`src/asb_pkg.sv`:
```
package asb_pkg;

    // Default configuration of the bank.
    localparam int ASB_OSCILLATORS     = 16;
    localparam int ASB_SINE_TABLE_BITS = 10;
    localparam int ASB_MAX_BURST       = 64;

    // Quarter turn in Q30 and the output full scale (0x7FFF - 1).
    localparam logic [63:0] ASB_HALF_PI_Q30 = 64'd1686629713;
    localparam logic [15:0] ASB_OUT_SCALE   = 16'd32766;

    // Command codes of an input item.
    localparam logic [1:0] CMD_WRITE = 2'd0;
    localparam logic [1:0] CMD_BURST = 2'd1;
    localparam logic [1:0] CMD_CLEAR = 2'd2;

    // One oscillator entry as held in a cell of the chain.
    typedef struct packed {
        logic [15:0] weight;
        logic [15:0] offset;
        logic [31:0] step;
        logic [31:0] phase;
    } t_osc_entry;

    // Controls broadcast to every cell.
    typedef struct packed {
        logic shift;
        logic clr_time;
    } t_cell_ctl;

    typedef enum logic [1:0] {
        S_IDLE,
        S_WRITE,
        S_ROT,
        S_DRAIN
    } t_seq_state;

    typedef enum logic [2:0] {
        D_IDLE,
        D_PREP,
        D_OVF,
        D_RUN,
        D_OUT
    } t_div_state;

    // Width of the signed weighted sum.
    function automatic int f_acc_w(input int osc);
        return 32 + $clog2(osc);
    endfunction

    // Width of the sum of the weights.
    function automatic int f_ws_w(input int osc);
        return 16 + $clog2(osc);
    endfunction

    // Quarter-wave sine entry k at the scale 1.0 = 32768, Taylor series in Q30.
    function automatic logic [16:0] f_quarter_sine(input int unsigned k,
                                                   input int unsigned tbits);
        logic [63:0]        x;
        logic [63:0]        term;
        logic signed [63:0] s;
        logic [63:0]        r;
        x    = (64'(k) * ASB_HALF_PI_Q30) >> (tbits - 2);
        term = x;
        s    = $signed(x);
        for (int m = 1; m <= 6; m++) begin
            term = (term * x) >> 30;
            term = (term * x) >> 30;
            case (m)
                1:       term = term / 64'd6;
                2:       term = term / 64'd20;
                3:       term = term / 64'd42;
                4:       term = term / 64'd72;
                5:       term = term / 64'd110;
                default: term = term / 64'd156;
            endcase
            if ((m % 2) == 1) begin
                s = s - $signed(term);
            end else begin
                s = s + $signed(term);
            end
        end
        if (s < 64'sd0) begin
            s = 64'sd0;
        end
        if (s > 64'sd1073741824) begin
            s = 64'sd1073741824;
        end
        r = ($unsigned(s) + 64'd16384) >> 15;
        return r[16:0];
    endfunction

endpackage

```
`src/asb_cell.sv`:
```
module asb_cell (
    input  logic                i_clk,
    input  logic                i_rst_n,
    input  asb_pkg::t_cell_ctl  i_ctl,
    input  logic                i_wr_en,
    input  asb_pkg::t_osc_entry i_wr_entry,
    input  asb_pkg::t_osc_entry i_next_entry,
    output asb_pkg::t_osc_entry o_entry
);
    import asb_pkg::*;

    t_osc_entry r_entry;
    t_osc_entry n_entry;

    // A write wins; a time base reset rewinds the phase to the offset.
    always_comb begin
        n_entry = r_entry;
        if (i_wr_en) begin
            n_entry = i_wr_entry;
        end else if (i_ctl.clr_time) begin
            n_entry.phase = {r_entry.offset, 16'b0};
        end else if (i_ctl.shift) begin
            n_entry = i_next_entry;
        end
    end

    always_ff @(posedge i_clk) begin
        if (!i_rst_n) begin
            r_entry <= '0;
        end else begin
            r_entry <= n_entry;
        end
    end

    assign o_entry = r_entry;

endmodule

```
`config.mk`:
```
export PLATFORM = sky130hd
export DESIGN_NAME = asb_cell
export DESIGN_NICKNAME = d
export VERILOG_FILES = /design/src/asb_pkg.sv /design/src/asb_cell.sv
export SDC_FILE = /design/constraint.sdc
export NUM_CORES = 1
export LEC_CHECK = 0
export ABC_CLOCK_PERIOD_IN_PS = 1200
export BUFFER_PORTS_ARGS = -buffer_cell sky130_fd_sc_hd__buf_4
export CORE_MARGIN = 2
export CORE_UTILIZATION = 40
export DETAILED_ROUTE_END_ITERATION = 8
export PLACE_DENSITY = 0.74
export SLEW_MARGIN = 5
export SYNTH_ARGS = -nofsm -noshare
export SYNTH_HDL_FRONTEND = slang
export SYNTH_SLANG_ARGS = --single-unit
```
`constraint.sdc`:
```
create_clock -name i_clk -period 1.2 [get_ports i_clk]
set_input_delay 0.24 -clock i_clk [delete_from_list [all_inputs] [get_ports i_clk]]
set_output_delay 0.24 -clock i_clk [all_outputs]
set_load 0.03 [all_outputs]
```
== After elaboration in Yosys (flattened, before gate mapping) ==
Index checks and enable logic that the tools add are counted.
Word-level totals
  bits of input ports: 197
  bits in registers: 96
  output and inout bits: 96
  word-level logic and storage cells: 12
Operators by class
  muxes and demuxes: 4
  reduce and logical (&&, ||, !) cells: 3
  equality and inequality tests: 1
Operators with widths (number)
  96-bit 2-to-1 mux: 2
  64-bit 2-to-1 mux: 1
  32-bit 2-to-1 mux: 1
  3-bit nonzero test: 1
  2-bit by 1-bit != test with 1-bit output (second input constant): 1
  2-bit AND reduction: 1
  2-bit nonzero test: 1

== Longest topological paths before layout ==
Gate-level depths: netlist of run 1.
  word-level depth: 3
  mapped depth: 7
  gate-level depth less buffers: 3

== Least setup slack after synthesis of run 1 ==
OpenSTA, ideal clock, no wires.
  path kind: input port to flip-flop
  start point: input port i_wr_en
  end point: register r_entry (netlist bit o_entry[21])
  data arrival time: 1.165 ns
  buffers on the path: 3
  data required time: 1.072 ns
  library setup time: 0.128 ns
  slack: -0.093 ns
  stages: 6
  cell sequence: buf_2 or3_4 buf_6 buf_6 o2111ai_1 o21ai_1
On the way
  word-level cells in the longest chain between the ends: 1
  elaborated cells on any way between the ends: 2
  those cells by class: 1 x mux; 1 x reduce/logical
RTL lines
  from (decl): RTL line asb_cell.sv:5  | input logic i_wr_en,
  3-bit nonzero test (no source line) / 96-bit 2-to-1 mux (equally long branches)
  to (signal assigned): RTL line asb_cell.sv:31  | r_entry <= n_entry;
  to (decl): RTL line asb_cell.sv:12  | t_osc_entry r_entry;
Several ways; a longest one is shown, not always the timed one.
A chain may end at the register's enable or synchronous reset.

== Final worst setup path of run 1 ==
  start point: register r_entry (netlist bit o_entry[64])
  end point: output port o_entry[64] in the netlist's numbering
RTL lines
  to (decl): RTL line asb_cell.sv:8  | output asb_pkg::t_osc_entry o_entry
No word-level cell between the ends.

==> results.py, run 1 <==
metrics = {
    "status": {
        "status": "complete, no violations",
    },
    "timing": {
        "hold_viol": 0,
        "finalSetupTns_ns": 0,
        "fmax_mhz": 860,
        "finalSetupViolCount": 0,
        "period_share_pct": 96.9,
        "worst_slew_pin_slew_ns": 0.312,
        "period_needed_ns": 1.16,
        "relSlewSlack_pct": 79.2,
        "report.final.slew_viol_count": 0,
        "skew_ns": 0.00473,
    },
    "drt": {
        "firstDrtPassIters": 4,
        "wl_per_cell_microns": 16.0,
        "vias": 5382,
        "ant_nets": 0,
        "initialDrtViolationCount": 391,
        "routed_wl_mm": 16.4,
        "drc": 0,
        "vias_per_cell": 5.25,
    },
    "setup_path": {
        "cp_max_fo": 2,
        "r2r_slack_ns": 0.13,
        "worstPathArrival_ns": 0.92,
        "crit_path_end_kind": "primary output",
        "worst-setup-path-type": "reg -> out",
        "required_ns": 0.96,
        "startpoint_type": "flop",
    },
    "global_routing": {
        "grt_max_degree": 49,
        "grt_pass1_vias": 5216,
        "grt.total_usage_pct": 23.4,
        "antenna_found_initial": 0,
        "grt_overflow": 0,
        "grt_pass1_wl_mm": 24.8,
    },
    "floorplanning": {
        "die-area_sq_um": 13300,
        "rows": 40,
        "die_y_microns": 115,
        "ios": 293,
        "core_region_area_sq_um": 12100,
        "dieWidth_microns": 115,
        "start_util_pct": 41.2,
    },
    "placed_design": {
        "hpwl_mm": 12.6,
        "portBuffers": 292,
        "routabilityCongestion": 0.831,
        "dp_cells": 1009,
    },
    "finish": {
        "final_util_pct": 65.6,
        "nFillCells": 986,
        "largest_reg_flops": 96,
        "antenna_cells": 0,
        "drive_gt1_share_pct": 51.6,
        "nets": 1049,
        "area_growth_pct": 59.2,
        "final_cells": 1025,
    },
    "synth": {
        "syn-cell-area_sq_um": 4970,
        "synth_edf_count": 0,
        "synth_ff_type": "dfxtp_1",
        "synth.distinct_cells": 17,
        "avgSynthCellArea_sq_um": 8.84,
        "synth-seq-area-share_pct": 38.7,
        "synthArstFlopShare_pct": 0,
        "synth_cells": 562,
        "ys_ff_latch": 96,
        "syn_nets": 759,
        "yosys_warnings": 0,
    },
    "power": {
        "fin_total_pwr_w": 0.00952,
        "ir_drop_mv": 0.678,
        "power_density_nw_per_um2": 1200,
        "cellLeakagePower_nw": 3.49,
    },
    "clocking": {
        "cts_buffer_depth": 2,
        "cts-root-buf": "clkbuf_16",
        "cts_buffers": 9,
        "cts.sinks": 96,
        "worstSkewPairLatency_ns": 0.33,
        "path_clk_slew_ns": 0.07,
        "postCtsHoldBufs": 0,
        "cts_tree": "done",
        "cts_max_level": 3,
    },
    "hold_path": {
        "hold_path.class": "in -> reg",
    },
    "flow_run": {
        "drv_cap": 0,
    },
}
[final timing paths]
path            startpoint          end  cells past startpoint
max            o_entry[64]  o_entry[64]                      2
min          i_wr_entry[1]   o_entry[1]                      3
max reg2reg    o_entry[64]  o_entry[16]                      4
min reg2reg    o_entry[28]  o_entry[28]                      2
[layout make-up]
class	instances	area, sq um	area share (%)
Clock inverter	5	104	1.31
Timing Repair Buffer	339	2690	34.1
Clock buffer	11	233	2.94
Inverter	3	11.3	0.142
Multi-Input combinational cell	403	2730	34.6
Tap cell	168	210	2.66
Sequential cell	96	1930	24.3
[routing by layer]
| layer | vias to the layer above | routed length, microns | global-route usage [%] |
|---|---|---|---|
| met5 | - | 0 | 0 |
| met4 | 0 | 500 | 10.0 |
| met3 | 37 | 1190 | 5.91 |
| met2 | 241 | 8450 | 42.5 |
| met1 | 2486 | 6290 | 25.9 |
| li1 | 2618 | - | - |
[cell usage after synthesis, types with 4 or more instances]
| cell | count | share of area, % |
|---|---|---|
| nand2_1 | 32 | 2.4 |
| buf_6 | 5 | 1.1 |
| buf_4 | 4 | 0.60 |
| clkbuf_1 | 25 | 1.9 |
| mux2_2 | 80 | 18 |
| a21oi_1 | 80 | 8.1 |
| o21ai_1 | 42 | 4.2 |
| nor3b_1 | 64 | 9.7 |
| o21ai_0 | 6 | 0.60 |
| o2111ai_1 | 16 | 2.8 |
| nor3_1 | 64 | 6.4 |
| dfxtp_1 | 96 | 39 |
| buf_2 | 26 | 2.6 |
| nand2b_1 | 17 | 2.1 |
[cell families after synthesis]
| logic type | share of synthesized area (%) |
|---|---|
| multiplexers | 18.1 |
| flip-flops | 38.7 |
| AO/OA/AOI/OAI | 15.7 |
| AND/OR/NAND/NOR | 21.0 |
| buffers and inverters | 6.47 |
[placed cells by master (no fill, tap or decap), types with 9 or more instances in the layout]
cell type,n
clkbuf_16,9
dfxtp_1,93
buf_12,11
nor3b_1,64
o2111ai_1,16
nand2_1,32
a21oi_1,80
mux2_2,80
nor3_1,64
buf_4,325
nand2b_1,16
o21ai_1,42
[repair_timing]
item / in CTS / in global routing
buffers inserted: 0 / 1
gates resized for setup: 3 / 2
endpoints found under the setup margin: 2 / 3
[metrics by stage]
stage	instance area, sq um	setup slack, ns	hold WS (ns)
detailed placement	7560	-0.140	0.444
finish	7910	0.0376	0.160
CTS	7910	0.0105	0.149
floorplan	4980	-0.0509	0.382
global placement	7560	-0.0927	0.438
global route	7910	-0.00472	0.140
[report_power, final]
group	internal, W	total [W]	switching, W
sequential	0.00345	0.00363	0.000172
combinational	0.00133	0.00266	0.00133
clock	0.00204	0.00324	0.00120
[critical path, stage by stage, from the launching register on]
cell and delay (ns):
dfxtp_2 0.32, buf_4 0.14, buf_6 0.13
Note: power is estimated with default switching activity, not from simulation.
==> run 2: changes to the inputs <==
- CORE_MARGIN: 2 -> 3
==> run 2 against run 1 <==
Global-route usage down 0.27 points; via count fell by 2.1%; worst setup slack worse by 0.013 ns; sequential share of layout area is 0.22 points higher; power decreased by 3.8%; sequential cell count unchanged; largest cell class unchanged.
==> results.py, run 2 (synthesized netlist as in run 1, its figures left out) <==
metrics = {
    "timing": {
        "layout_setup_ws_ns": 0.0246,
        "finalSetupViolCount": 0,
        "hold_viol": 0,
        "skew_ns": 0.00490,
        "worst_slew_pin_slew_ns": 0.289,
        "grt_setup_unrepaired": "no",
        "fmax_mhz": 851,
        "whs_ns": 0.150,
        "report.final.slew_viol_count": 0,
        "period_needed_ns": 1.18,
        "period_share_pct": 97.9,
        "relSlewSlack_pct": 80.7,
    },
    "setup_path": {
        "required_ns": 0.96,
        "critPathMaxStageDelay_ns": 0.33,
        "cp.buffers_inverters": 2,
        "cp_max_fo": 2,
        "slowest_stage": "dfxtp_2",
        "crit_chain": "buf_4 > buf_6",
        "crit_path_end_kind": "primary output",
        "worstReg2RegEnd": "o_entry[23]",
        "r2r_slack_ns": 0.19,
        "worst-setup-path-type": "reg -> out",
        "worstPathArrival_ns": 0.94,
        "startpoint_type": "flop",
        "rr_startpoint": "o_entry[71]",
        "ff2ff_path_depth": 3,
        "timing.critical_path.max_delay_family": "flip-flops",
    },
    "drt": {
        "drc": 0,
        "initialDrtViolationCount": 253,
        "vias": 5270,
        "routed_wl_mm": 16.8,
        "ant_nets": 0,
        "vias_per_cell": 5.18,
        "wl_per_cell_microns": 16.5,
        "firstDrtPassIters": 4,
    },
    "finish": {
        "final_area_sq_um": 7860,
        "area_growth_pct": 58.1,
        "final_cell_mix": "314 x buf_4, 90 x dfxtp_1, 80 x mux2_2, 80 x a21oi_1",
        "antenna_cells": 0,
        "nets": 1041,
        "final_common_cell": "buf_4",
        "drive_gt1_share_pct": 51.6,
        "largest_reg_flops": 96,
        "nFillCells": 1009,
    },
    "clocking": {
        "cts_tree": "done",
        "cts_buffers": 9,
        "cts.sinks": 96,
        "cts_buffer_depth": 2,
        "postCtsHoldBufs": 0,
        "post_cts_buffers": 0,
        "cts-root-buf": "clkbuf_16",
        "worstSkewPairLatency_ns": 0.34,
        "ctsResizeCount": 4,
        "path_clk_slew_ns": 0.07,
        "cts_max_level": 3,
    },
    "global_routing": {
        "grt_pass1_wl_mm": 26.7,
        "grt.total_usage_pct": 23.1,
        "grt_pass1_vias": 5329,
        "grt_max_degree": 55,
        "antenna_found_initial": 0,
        "grt_overflow": 0,
    },
    "flow_run": {
        "drv_cap": 0,
    },
    "floorplanning": {
        "core_region_area_sq_um": 12100,
        "start_util_pct": 41.2,
        "die-area_sq_um": 13800,
        "dieWidth_microns": 117,
        "rows": 40,
        "ios": 293,
        "die_y_microns": 117,
    },
    "placed_design": {
        "routabilityCongestion": 0.854,
        "portBuffers": 292,
        "place_area_sq_um": 7550,
        "pre_cts_ws_ns": -0.174,
        "hpwl_mm": 12.9,
    },
    "power": {
        "cellLeakagePower_nw": 3.44,
        "power_density_nw_per_um2": 1170,
        "fin_total_pwr_w": 0.00916,
        "ir_drop_mv": 0.628,
    },
    "status": {
        "status": "complete, no violations",
    },
    "hold_path": {
        "hold_path.class": "in -> reg",
        "worstHoldStart": "i_wr_entry[12]",
        "holdPathStages": 3,
        "holdPathEnd": "o_entry[12]",
    },
}
## run 2: changes by cell type in the layout (fill, tap and decap cells not counted), moves of 3 or more
cell,previous run,this run
buf_4,325,314
dfxtp_2,3,6
buf_12,11,14
clkinvlp_4,0,3
dfxtp_1,93,90
## run 2: metal layers
layer	vias to the layer above	global-route usage (%)	share of wire [%]
met2	227	41.4	51
met1	2391	26.1	39
met5	-	0	0
met4	0	9.30	3.0
met3	41	6.20	7.3
li1	2611	-	-
## run 2: worst max-delay path by stage
stage                      startpoint           to  slack, ns  depth (start not counted)
after floorplan              i_ctl[0]  o_entry[21]      -0.05                          6
after global placement        i_wr_en  o_entry[46]      -0.13                          5
after detailed placement      i_wr_en  o_entry[44]      -0.17                          5
after CTS                 o_entry[76]  o_entry[76]      0.003                          1
after global routing      o_entry[64]  o_entry[64]     0.0008                          2
final                     o_entry[64]  o_entry[64]       0.02                          2
## run 2: stage by stage
stage	TNS, ns	util, %	cells
2_1_floorplan	-2.18	-	562
5_1_grt	0	65.1	1017
4_1_cts	0	65.1	1018
3_5_place_dp	-9.97	62.6	1002
3_3_place_gp	-8.15	62.6	1002
6_report	0	65.1	1017
## run 2: power by group
group | leakage, nW | total, W | internal, W | switching (W)
Sequential | 0.800 | 0.00363 | 0.00345 | 0.000173
Combinational | 2.51 | 0.00265 | 0.00133 | 0.00132
Clock | 0.135 | 0.00288 | 0.00162 | 0.00126
Total | 3.44 | 0.00916 | 0.00640 | 0.00275
## run 2: worst register-to-register path, stage by stage, from the launching register on
cell       delay [ns]
dfxtp_1          0.34
mux2_2           0.28
o2111ai_1        0.18
o21ai_1          0.09
## run 2: layout make-up
class | count | area, sq um | area share, %
clock buffer | 10 | 229 | 2.91
tap | 168 | 210 | 2.68
timing repair buffer | 331 | 2670 | 34.0
sequential | 96 | 1930 | 24.6
multi-input combinational | 403 | 2730 | 34.8
inverter | 3 | 11.3 | 0.143
clock inverter | 6 | 70.1 | 0.892
