File: src/asb_pkg.sv
package asb_pkg;

    // Default configuration of the bank.
    localparam int ASB_OSCILLATORS     = 16;
    localparam int ASB_SINE_TABLE_BITS = 10;
    localparam int ASB_MAX_BURST       = 64;

    // Quarter turn in Q30 and the output full scale (0x7FFF - 1).
    localparam logic [63:0] ASB_HALF_PI_Q30 = 64'd1686629713;
    localparam logic [15:0] ASB_OUT_SCALE   = 16'd32766;

    // Command codes of an input item.
    localparam logic [1:0] CMD_WRITE = 2'd0;
    localparam logic [1:0] CMD_BURST = 2'd1;
    localparam logic [1:0] CMD_CLEAR = 2'd2;

    // One oscillator entry as held in a cell of the chain.
    typedef struct packed {
        logic [15:0] weight;
        logic [15:0] offset;
        logic [31:0] step;
        logic [31:0] phase;
    } t_osc_entry;

    // Controls broadcast to every cell.
    typedef struct packed {
        logic shift;
        logic clr_time;
    } t_cell_ctl;

    typedef enum logic [1:0] {
        S_IDLE,
        S_WRITE,
        S_ROT,
        S_DRAIN
    } t_seq_state;

    typedef enum logic [2:0] {
        D_IDLE,
        D_PREP,
        D_OVF,
        D_RUN,
        D_OUT
    } t_div_state;

    // Width of the signed weighted sum.
    function automatic int f_acc_w(input int osc);
        return 32 + $clog2(osc);
    endfunction

    // Width of the sum of the weights.
    function automatic int f_ws_w(input int osc);
        return 16 + $clog2(osc);
    endfunction

    // Quarter-wave sine entry k at the scale 1.0 = 32768, Taylor series in Q30.
    function automatic logic [16:0] f_quarter_sine(input int unsigned k,
                                                   input int unsigned tbits);
        logic [63:0]        x;
        logic [63:0]        term;
        logic signed [63:0] s;
        logic [63:0]        r;
        x    = (64'(k) * ASB_HALF_PI_Q30) >> (tbits - 2);
        term = x;
        s    = $signed(x);
        for (int m = 1; m <= 6; m++) begin
            term = (term * x) >> 30;
            term = (term * x) >> 30;
            case (m)
                1:       term = term / 64'd6;
                2:       term = term / 64'd20;
                3:       term = term / 64'd42;
                4:       term = term / 64'd72;
                5:       term = term / 64'd110;
                default: term = term / 64'd156;
            endcase
            if ((m % 2) == 1) begin
                s = s - $signed(term);
            end else begin
                s = s + $signed(term);
            end
        end
        if (s < 64'sd0) begin
            s = 64'sd0;
        end
        if (s > 64'sd1073741824) begin
            s = 64'sd1073741824;
        end
        r = ($unsigned(s) + 64'd16384) >> 15;
        return r[16:0];
    endfunction

endpackage

File: src/asb_div.sv
module asb_div #(
    parameter int OSCILLATORS = asb_pkg::ASB_OSCILLATORS
) (
    input  logic                                           i_clk,
    input  logic                                           i_rst_n,
    input  logic                                           i_start,
    input  logic signed [asb_pkg::f_acc_w(OSCILLATORS)-1:0] i_acc,
    input  logic [asb_pkg::f_ws_w(OSCILLATORS)-1:0]        i_wsum,
    input  logic                                           i_last,
    output logic                                           o_idle,
    output logic                                           o_valid,
    input  logic                                           i_ready,
    output logic signed [15:0]                             o_sample,
    output logic                                           o_last
);
    import asb_pkg::*;

    localparam int ACC_W = f_acc_w(OSCILLATORS);
    localparam int MAG_W = ACC_W - 1;
    localparam int WS_W  = f_ws_w(OSCILLATORS);
    localparam int CW    = WS_W + 16;

    t_div_state       r_state;
    t_div_state       n_state;
    logic [MAG_W-1:0] r_mag;
    logic [WS_W-1:0]  r_w;
    logic             r_neg;
    logic             r_zero;
    logic             r_last;
    logic [CW-1:0]    r_rem;
    logic [CW-1:0]    r_div;
    logic [15:0]      r_q;
    logic [3:0]       r_step;
    logic [ACC_W-1:0] acc_abs;
    logic [MAG_W+14:0] scaled;
    logic             ovf;
    logic             fits;
    logic [15:0]      q_clip;

    assign acc_abs = i_acc[ACC_W-1] ? ACC_W'(-i_acc) : ACC_W'(i_acc);
    // mag * 32766 / 32768 as a shift and subtract, floored.
    assign scaled  = {r_mag, 15'b0} - {14'b0, r_mag, 1'b0};
    assign ovf     = (r_rem >= {r_w, 16'b0});
    assign fits    = (r_rem >= r_div);

    always_comb begin
        n_state = r_state;
        case (r_state)
            D_IDLE: begin
                if (i_start) begin
                    n_state = D_PREP;
                end
            end
            D_PREP: n_state = D_OVF;
            D_OVF: begin
                if (r_zero || ovf) begin
                    n_state = D_OUT;
                end else begin
                    n_state = D_RUN;
                end
            end
            D_RUN: begin
                if (r_step == 4'd15) begin
                    n_state = D_OUT;
                end
            end
            D_OUT: begin
                if (i_ready) begin
                    n_state = D_IDLE;
                end
            end
            default: n_state = D_IDLE;
        endcase
    end

    always_ff @(posedge i_clk) begin
        if (!i_rst_n) begin
            r_state <= D_IDLE;
        end else begin
            r_state <= n_state;
        end
    end

    always_ff @(posedge i_clk) begin
        case (r_state)
            D_IDLE: begin
                if (i_start) begin
                    r_mag  <= acc_abs[MAG_W-1:0];
                    r_w    <= i_wsum;
                    r_neg  <= i_acc[ACC_W-1];
                    r_zero <= (i_wsum == '0);
                    r_last <= i_last;
                end
            end
            D_PREP: r_rem <= CW'(scaled[MAG_W+14:15]);
            D_OVF: begin
                r_q    <= (!r_zero && ovf) ? '1 : '0;
                r_div  <= CW'({r_w, 15'b0});
                r_step <= '0;
            end
            D_RUN: begin
                if (fits) begin
                    r_rem <= r_rem - r_div;
                end
                r_q    <= {r_q[14:0], fits};
                r_div  <= r_div >> 1;
                r_step <= r_step + 4'd1;
            end
            default: begin
            end
        endcase
    end

    assign q_clip   = (r_q > ASB_OUT_SCALE) ? ASB_OUT_SCALE : r_q;
    assign o_sample = $signed(r_neg ? (16'd0 - q_clip) : q_clip);
    assign o_last   = r_last;
    assign o_valid  = (r_state == D_OUT);
    assign o_idle   = (r_state == D_IDLE);

endmodule

File: config.mk
export PLATFORM = sky130hd
export DESIGN_NAME = asb_div
export DESIGN_NICKNAME = d
export VERILOG_FILES = /design/src/asb_pkg.sv /design/src/asb_div.sv
export SDC_FILE = /design/constraint.sdc
export NUM_CORES = 1
export LEC_CHECK = 0
export BUFFER_PORTS_ARGS = -buffer_cell sky130_fd_sc_hd__buf_4
export CORE_UTILIZATION = 62
export DETAILED_ROUTE_END_ITERATION = 8
export PLACE_DENSITY = 0.82
export SYNTH_ARGS = -nofsm -noshare
export SYNTH_HDL_FRONTEND = slang
export SYNTH_SLANG_ARGS = --single-unit
File: constraint.sdc
create_clock -name i_clk -period 6.1 [get_ports i_clk]
set_clock_uncertainty 0.15 [all_clocks]
set_input_delay 0.915 -clock i_clk [delete_from_list [all_inputs] [get_ports i_clk]]
set_output_delay 0.915 -clock i_clk [all_outputs]
set_load 0.01 [all_outputs]
Word level (Yosys, flattened, before mapping) --
Index checks and enable logic that the tools add are counted.
Cells by class: shift-type cells 0, equal/unequal tests 9, magnitude comparators 3, mux-type cells 14, bitwise operators 0, divide/modulo/power cells 0, reduce and logical (&&, ||, !) cells 10, $add $sub $neg 5, multiply operators 0
Operators with widths (number):
- one-hot mux 36 bit (2 select lines) | 2
- greater-or-equal comparator 36 bit | 2
- subtractor 50 x 36 -> 50 bit | 1
- two-way mux 16 bit | 3
- two-way mux 36 bit | 1
- subtractor 36 bit | 1
- two-way mux 35 bit | 1
- negation 35 bit | 1
- one-hot mux 16 bit (2 select lines) | 1
- zero test 20 bit | 1
- greater-than comparator 16 x 15 -> 1 bit, second input constant | 1
- subtractor 1 x 16 -> 16 bit, first input constant | 1
- one-hot mux 3 bit (5 select lines) | 1
- two-way mux 3 bit | 4
- one-hot mux 4 bit (2 select lines) | 1
- == test 3 x 2 -> 1 bit, second input constant | 2
- inequality test 2 bit, second input constant | 3
- adder 4 x 1 -> 4 bit, second input constant | 1
- == test 4 bit, second input constant | 1
- AND reduction 2 bit | 2
- nonzero test 2 bit | 2
- == test 3 x 1 -> 1 bit, second input constant | 1
- == test 3 bit, second input constant | 1
- zero test 3 bit | 1
- 5 further kinds | 5
Storage, ports and cells: memories kept 0, output and inout bits 19, latch bits 0, word-level logic and storage cells 51, ROM bits 0, memory bits (writable) 0, flip-flop bits (word level) 153, bits of input ports 61

Logic depth before layout (Yosys ltp) --
word-level depth 4, gate-level depth with buffers 11, mapped depth without buffers 11

Worst setup path after synthesis --
No wires, ideal clock.
path kind register to register, start register r_state[1], end register r_rem[0] (enable), arrival time 4584 ps, setup time 392 ps, required time 5558 ps, path buffers 1, cell stages (with the launch flop) 7, period minus slack after synthesis 5126 ps, path slack 974 ps, cells stage by stage dfxtp_1 > nor2b_1 > and2_1 > clkbuf_1 > o21ai_0 > a21oi_1 > a21o_1
Between the ends: cells in the longest elaborated chain, start to end 3, elaborated cells between the ends (all ways) 5, classes of those cells eq/ne (3); reduce/logical (2)
Ends and longest elaborated chain:
- start, declared | line asb_div.sv:23 | t_div_state r_state;
- start signal, assigned | line asb_div.sv:80 | r_state <= n_state;
- == test 3 x 2 -> 1 bit or == test 3 x 1 -> 1 bit (tied branches) | line asb_div.sv:85 | case (r_state)
- inequality test 2 bit (no line) or nonzero test 2 bit (tied branches)
- AND reduction 2 bit (no line) *
- end signal, assigned | line asb_div.sv:95 | D_PREP: r_rem <= CW'(scaled[MAG_W+14:15]);
- end signal, assigned | line asb_div.sv:103 | r_rem <= r_rem - r_div;
- end, declared | line asb_div.sv:30 | logic [CW-1:0] r_rem;
Mark *: on every way between the ends. The rest lies on a longest branch, timed or not. A chain may end at the register's enable or synchronous reset.

Worst setup path after layout --
start register r_q[4], end output port o_sample[12]
Between the ends: cells in the longest elaborated chain, start to end 4
Ends and longest elaborated chain:
- start, declared | line asb_div.sv:32 | logic [15:0] r_q;
- start signal, assigned | line asb_div.sv:97 | r_q <= (!r_zero && ovf) ? '1 : '0;
- start signal, assigned | line asb_div.sv:105 | r_q <= {r_q[14:0], fits};
- greater-than comparator 16 x 15 -> 1 bit | line asb_div.sv:114 | assign q_clip = (r_q > ASB_OUT_SCALE) ? ASB_OUT_SCALE : r_q;
- two-way mux 16 bit * | line asb_div.sv:114
- subtractor 1 x 16 -> 16 bit | line asb_div.sv:115 | assign o_sample = $signed(r_neg ? (16'd0 - q_clip) : q_clip);
- two-way mux 16 bit * | line asb_div.sv:115
- end, declared | line asb_div.sv:13 | output logic signed [15:0] o_sample,
Marked as above.

==> impl_table.tex <==
\begin{tabular}{lr}
\hline
Metric & Value \\
\hline
\multicolumn{2}{l}{\textbf{Run status}} \\
\quad Outcome & finished, final reports clean \\
\multicolumn{2}{l}{\textbf{Synth}} \\
\quad Number of storage elements in the synthesis netlist & 152 \\
\quad Post-synth EDFFs & 149 \\
\quad Area of the mapped netlist & between 10000 and 15000 sq um \\
\quad Mean post-synth cell area & around 9.6 sq um \\
\quad Share of synthesized registers carrying an async set or reset & 0 \\
\quad Synth Net Count & $\sim$1200 \\
\quad Unique masters post-synth & 64 \\
\quad Dominant synthesized flop cell & sky130\_fd\_sc\_hd\_\_edfxtp\_1 \\
\quad Syn Inst Count & 1102 \\
\quad Sequential share of the synthesized area & 0.430 \\
\quad Warning count from the yosys run & 0 \\
\multicolumn{2}{l}{\textbf{Setup path}} \\
\quad Critical path, cell by cell & nand4\_1 > nor4\_1 > nor2\_1 > nand2\_1 > ha\_1 > nand2\_1 > or3\_1 > or2\_2 > o21ai\_0 > nand2\_1 > o311ai\_0 > buf\_4 \\
\quad Endpoint kind of the worst setup timing path & output port \\
\quad Critical path start-end classification & reg -> out \\
\quad Startpoint of the most critical setup path & r\_q[4]\$\_DFFE\_PP\_ \\
\quad Worst flop-to-flop path startpoint & r\_rem[0]\$\_DFFE\_PP\_ \\
\quad Cell with the largest stage delay on the worst path & sky130\_fd\_sc\_hd\_\_edfxtp\_1 \\
\quad CP Data Required Time & $\sim$5000 ps \\
\quad Crit Path Max Fanout & 6 \\
\quad Worst Setup Start Kind & flip-flop \\
\quad Most common cell on crit path & sky130\_fd\_sc\_hd\_\_nand2\_1 \\
\quad Cell family with the largest share of critical-path delay & simple AND/OR/NAND/NOR gates \\
\quad Largest stage delay, worst path & approximately 480 ps \\
\quad Signal arrival time at the worst endpoint & approximately 3100 ps \\
\quad Number of buffer and inverter stages on the critical path & 1 \\
\multicolumn{2}{l}{\textbf{STA}} \\
\quad Maximum frequency from static timing analysis & about 240 MHz \\
\quad Minimum clock period after layout & around 4200 ps \\
\quad Max-slew violation count & 0 \\
\quad Count of endpoints failing hold in the final timing report & 0 \\
\quad Slew at the pin with the worst max-slew slack & 964 ps \\
\quad Total setup violations reported at the end of the flow & 0 \\
\quad Worst Setup Slack, final & $\sim$1900 ps \\
\quad Final-layout setup total negative slack & 0 ps \\
\quad Period utilisation layout & 0.688 \\
\quad Max-slew headroom & 0.355 \\
\quad RSZ-0062 raised after global routing & false \\
\multicolumn{2}{l}{\textbf{Global route}} \\
\quad Antenna violations before repair & 0 \\
\quad Wire length of the first global-routing pass & 39.3 mm \\
\quad Grt ovf & 0 \\
\quad Largest net degree at the start of global routing & 90 \\
\quad Number of global-route vias before repair & approximately 8000 \\
\quad Overall routing resource usage & 0.280 \\
\multicolumn{2}{l}{\textbf{Floorplan}} \\
\quad Standard-cell rows & between 40 and 50 \\
\quad Die H & 132 um \\
\quad Core outline area & roughly 17000 sq um \\
\quad Initial standard-cell utilization of the core & 0.635 \\
\quad Overall die area & 17500 sq um \\
\quad Die Width & between 100 and 150 um \\
\quad Boundary pin count & 80 \\
\multicolumn{2}{l}{\textbf{Power and ir drop}} \\
\quad Gate power share & 0.289 \\
\quad Max rail drop VDD & $\sim$0.00019 V \\
\quad Sw Pwr & 1.07 mW \\
\quad Leakage dissipation & $\sim$4.8 nW \\
\quad Share of power burned in registers & 0.399 \\
\quad Share of total power consumed by net switching & 0.312 \\
\quad Power density cells & $\sim$290 nW/um\^{}2 \\
\quad Clock share of power & 0.312 \\
\quad Internal power & between 2 and 2.5 mW \\
\multicolumn{2}{l}{\textbf{Routing}} \\
\quad Remaining DRCs & 0 \\
\quad Overall routed net length & around 24 mm \\
\quad Number of vias per cell & 6.14 \\
\quad Post-route ant nets & 0 \\
\quad Vias after detailed routing & between 8000 and 9000 \\
\quad DRT iter0 DRCs & 824 \\
\quad Routed length per instance & between 15 and 20 um \\
\quad Drt first pass iters & 5 \\
\multicolumn{2}{l}{\textbf{CTS}} \\
\quad Clock transition at the register clock pins on the worst setup and hold paths after CTS & roughly 60 ps \\
\quad CTS tree & built \\
\quad Total clock sinks & between 150 and 200 \\
\quad Count of buffers added by post-CTS timing repair for setup & 0 \\
\quad CTS H-tree depth & 4 \\
\quad CTS Buffer Depth & 2 \\
\quad Source-to-sink clock delay at the later pin of the worst-skew pair & between 400 and 500 ps \\
\quad Root buffer cell & sky130\_fd\_sc\_hd\_\_clkbuf\_16 \\
\quad Hold buffer count at CTS & 0 \\
\quad Num CTS Buffers & 17 \\
\quad Resized cells post-CTS & 0 \\
\multicolumn{2}{l}{\textbf{Cells and area}} \\
\quad Leading cell type in the layout, fill and taps excluded & sky130\_fd\_sc\_hd\_\_edfxtp\_1 \\
\quad Commonest cells after routing, fill and taps aside & sky130\_fd\_sc\_hd\_\_edfxtp\_1 (149), sky130\_fd\_sc\_hd\_\_nor2\_1 (106), sky130\_fd\_sc\_hd\_\_inv\_1 (92), sky130\_fd\_sc\_hd\_\_o21ai\_0 (92), sky130\_fd\_sc\_hd\_\_nand2\_1 (88) \\
\quad End-of-flow core utilization & 0.720 \\
\quad Synthesis-to-finish area growth & 13.3\% \\
\quad Total inserted antenna cells & 0 \\
\quad Final nets & 1314 \\
\quad Post-route non-filler standard cell count & about 1400 \\
\quad Layout cells sized above 1 & 0.123 \\
\multicolumn{2}{l}{\textbf{Placement}} \\
\quad Placement Setup Slack & roughly 2000 ps \\
\quad Last weighted congestion value of the routability-driven placer & approximately 0.93 \\
\quad IO Port Bufs & 79 \\
\quad HPWL reported at the end of detailed placement & roughly 17 mm \\
\quad \# placed instances & $\sim$1400 \\
\multicolumn{2}{l}{\textbf{Hold path}} \\
\quad Origin of the worst min-delay path & r\_div[33]\$\_DFFE\_PP\_ \\
\quad Type of the worst min-delay path & reg -> reg \\
\multicolumn{2}{l}{\textbf{Run}} \\
\quad Max\_cap viols & 0 \\
\hline
\end{tabular}
power groups by stage:
stage | combinational (mW) | clock, mW | sequential, mW
final | 0.993 | 1.07 | 1.37
after global routing | 1.10 | 1.12 | 1.38
after CTS | 0.981 | 1.08 | 1.37
after detailed placement | 0.971 | 0 | 1.39
after global placement | 0.954 | 0 | 1.38
after floorplan | 0.724 | 0 | 1.36
registers in the layout, indices dropped and copies added (netlist names), 3 cells and up:
name     count
r_rem       36
r_div       35
r_mag       35
r_w         20
r_q         16
r_step       4
r_state      3
cells in the mapped netlist (18+ instances only):
cell | instances | area, sq um
sky130_fd_sc_hd__edfxtp_1 | 149 | 4470
sky130_fd_sc_hd__clkbuf_1 | 29 | 109
sky130_fd_sc_hd__nor4_1 | 18 | 113
sky130_fd_sc_hd__inv_1 | 92 | 345
sky130_fd_sc_hd__a21oi_1 | 68 | 340
sky130_fd_sc_hd__xnor2_1 | 64 | 561
sky130_fd_sc_hd__ha_1 | 79 | 988
sky130_fd_sc_hd__a21o_1 | 37 | 278
sky130_fd_sc_hd__nand2_1 | 88 | 330
sky130_fd_sc_hd__o21ai_0 | 92 | 460
sky130_fd_sc_hd__nor2_1 | 106 | 398
sky130_fd_sc_hd__xor2_1 | 25 | 219
area by class of cell:
class | instances | area (sq um)
multi-input combinational | 825 | 5540
fill | 1264 | 4650
sequential | 152 | 4530
timing repair buffer | 85 | 638
clock buffer | 18 | 429
inverter | 92 | 345
tap | 220 | 275
clock inverter | 14 | 173
worst paths after layout:
kind	slack (ps)	depth (start not counted)	endpoint
max	1910	12	o_sample[12]
min	410	2	r_div[32]$_DFFE_PP_
max reg2reg	2250	12	r_rem[11]$_DFFE_PP_
min reg2reg	410	2	r_div[32]$_DFFE_PP_
through the flow:
step | total power [mW] | area (sq um) | hold slack (ps)
CTS | 3.43 | 11900 | 408
global route | 3.61 | 11900 | 442
finish | 3.43 | 11900 | 409
floorplan | 2.09 | 10500 | 347
detailed placement | 2.36 | 11300 | 389
global placement | 2.34 | 11300 | 378
cell families after synthesis:
kind of cell | share of synthesized area
AOI/OAI and AO/OA | 0.190
DFF | 0.430
buffers and inverters | 0.0445
xor gates and xnor gates | 0.0740
adders and majority gates | 0.0957
muxes | 0.00380
and+or+nand+nor | 0.161
routing by layer:
metal / track usage / wire (um) / vias to the layer above
met5: 0 / 0 / -
met1: 0.391 / 10600 / 4027
met2: 0.445 / 10900 / 349
met3: 0.0461 / 1560 / 43
li1: - / - / 4219
met4: 0.0945 / 489 / 0
worst register-to-register path: cells and delay by family (launching register included):
| family | cells | cell delay, ps |
|---|---|---|
| buffers and inverters | 2 | 470 |
| AND/OR/NAND/NOR | 1 | 210 |
| AO/OA/AOI/OAI | 7 | 1640 |
| flip-flops | 1 | 360 |
| adder cells (fa/ha/maj) | 2 | 610 |
Power figures use the tool's default switching activity.
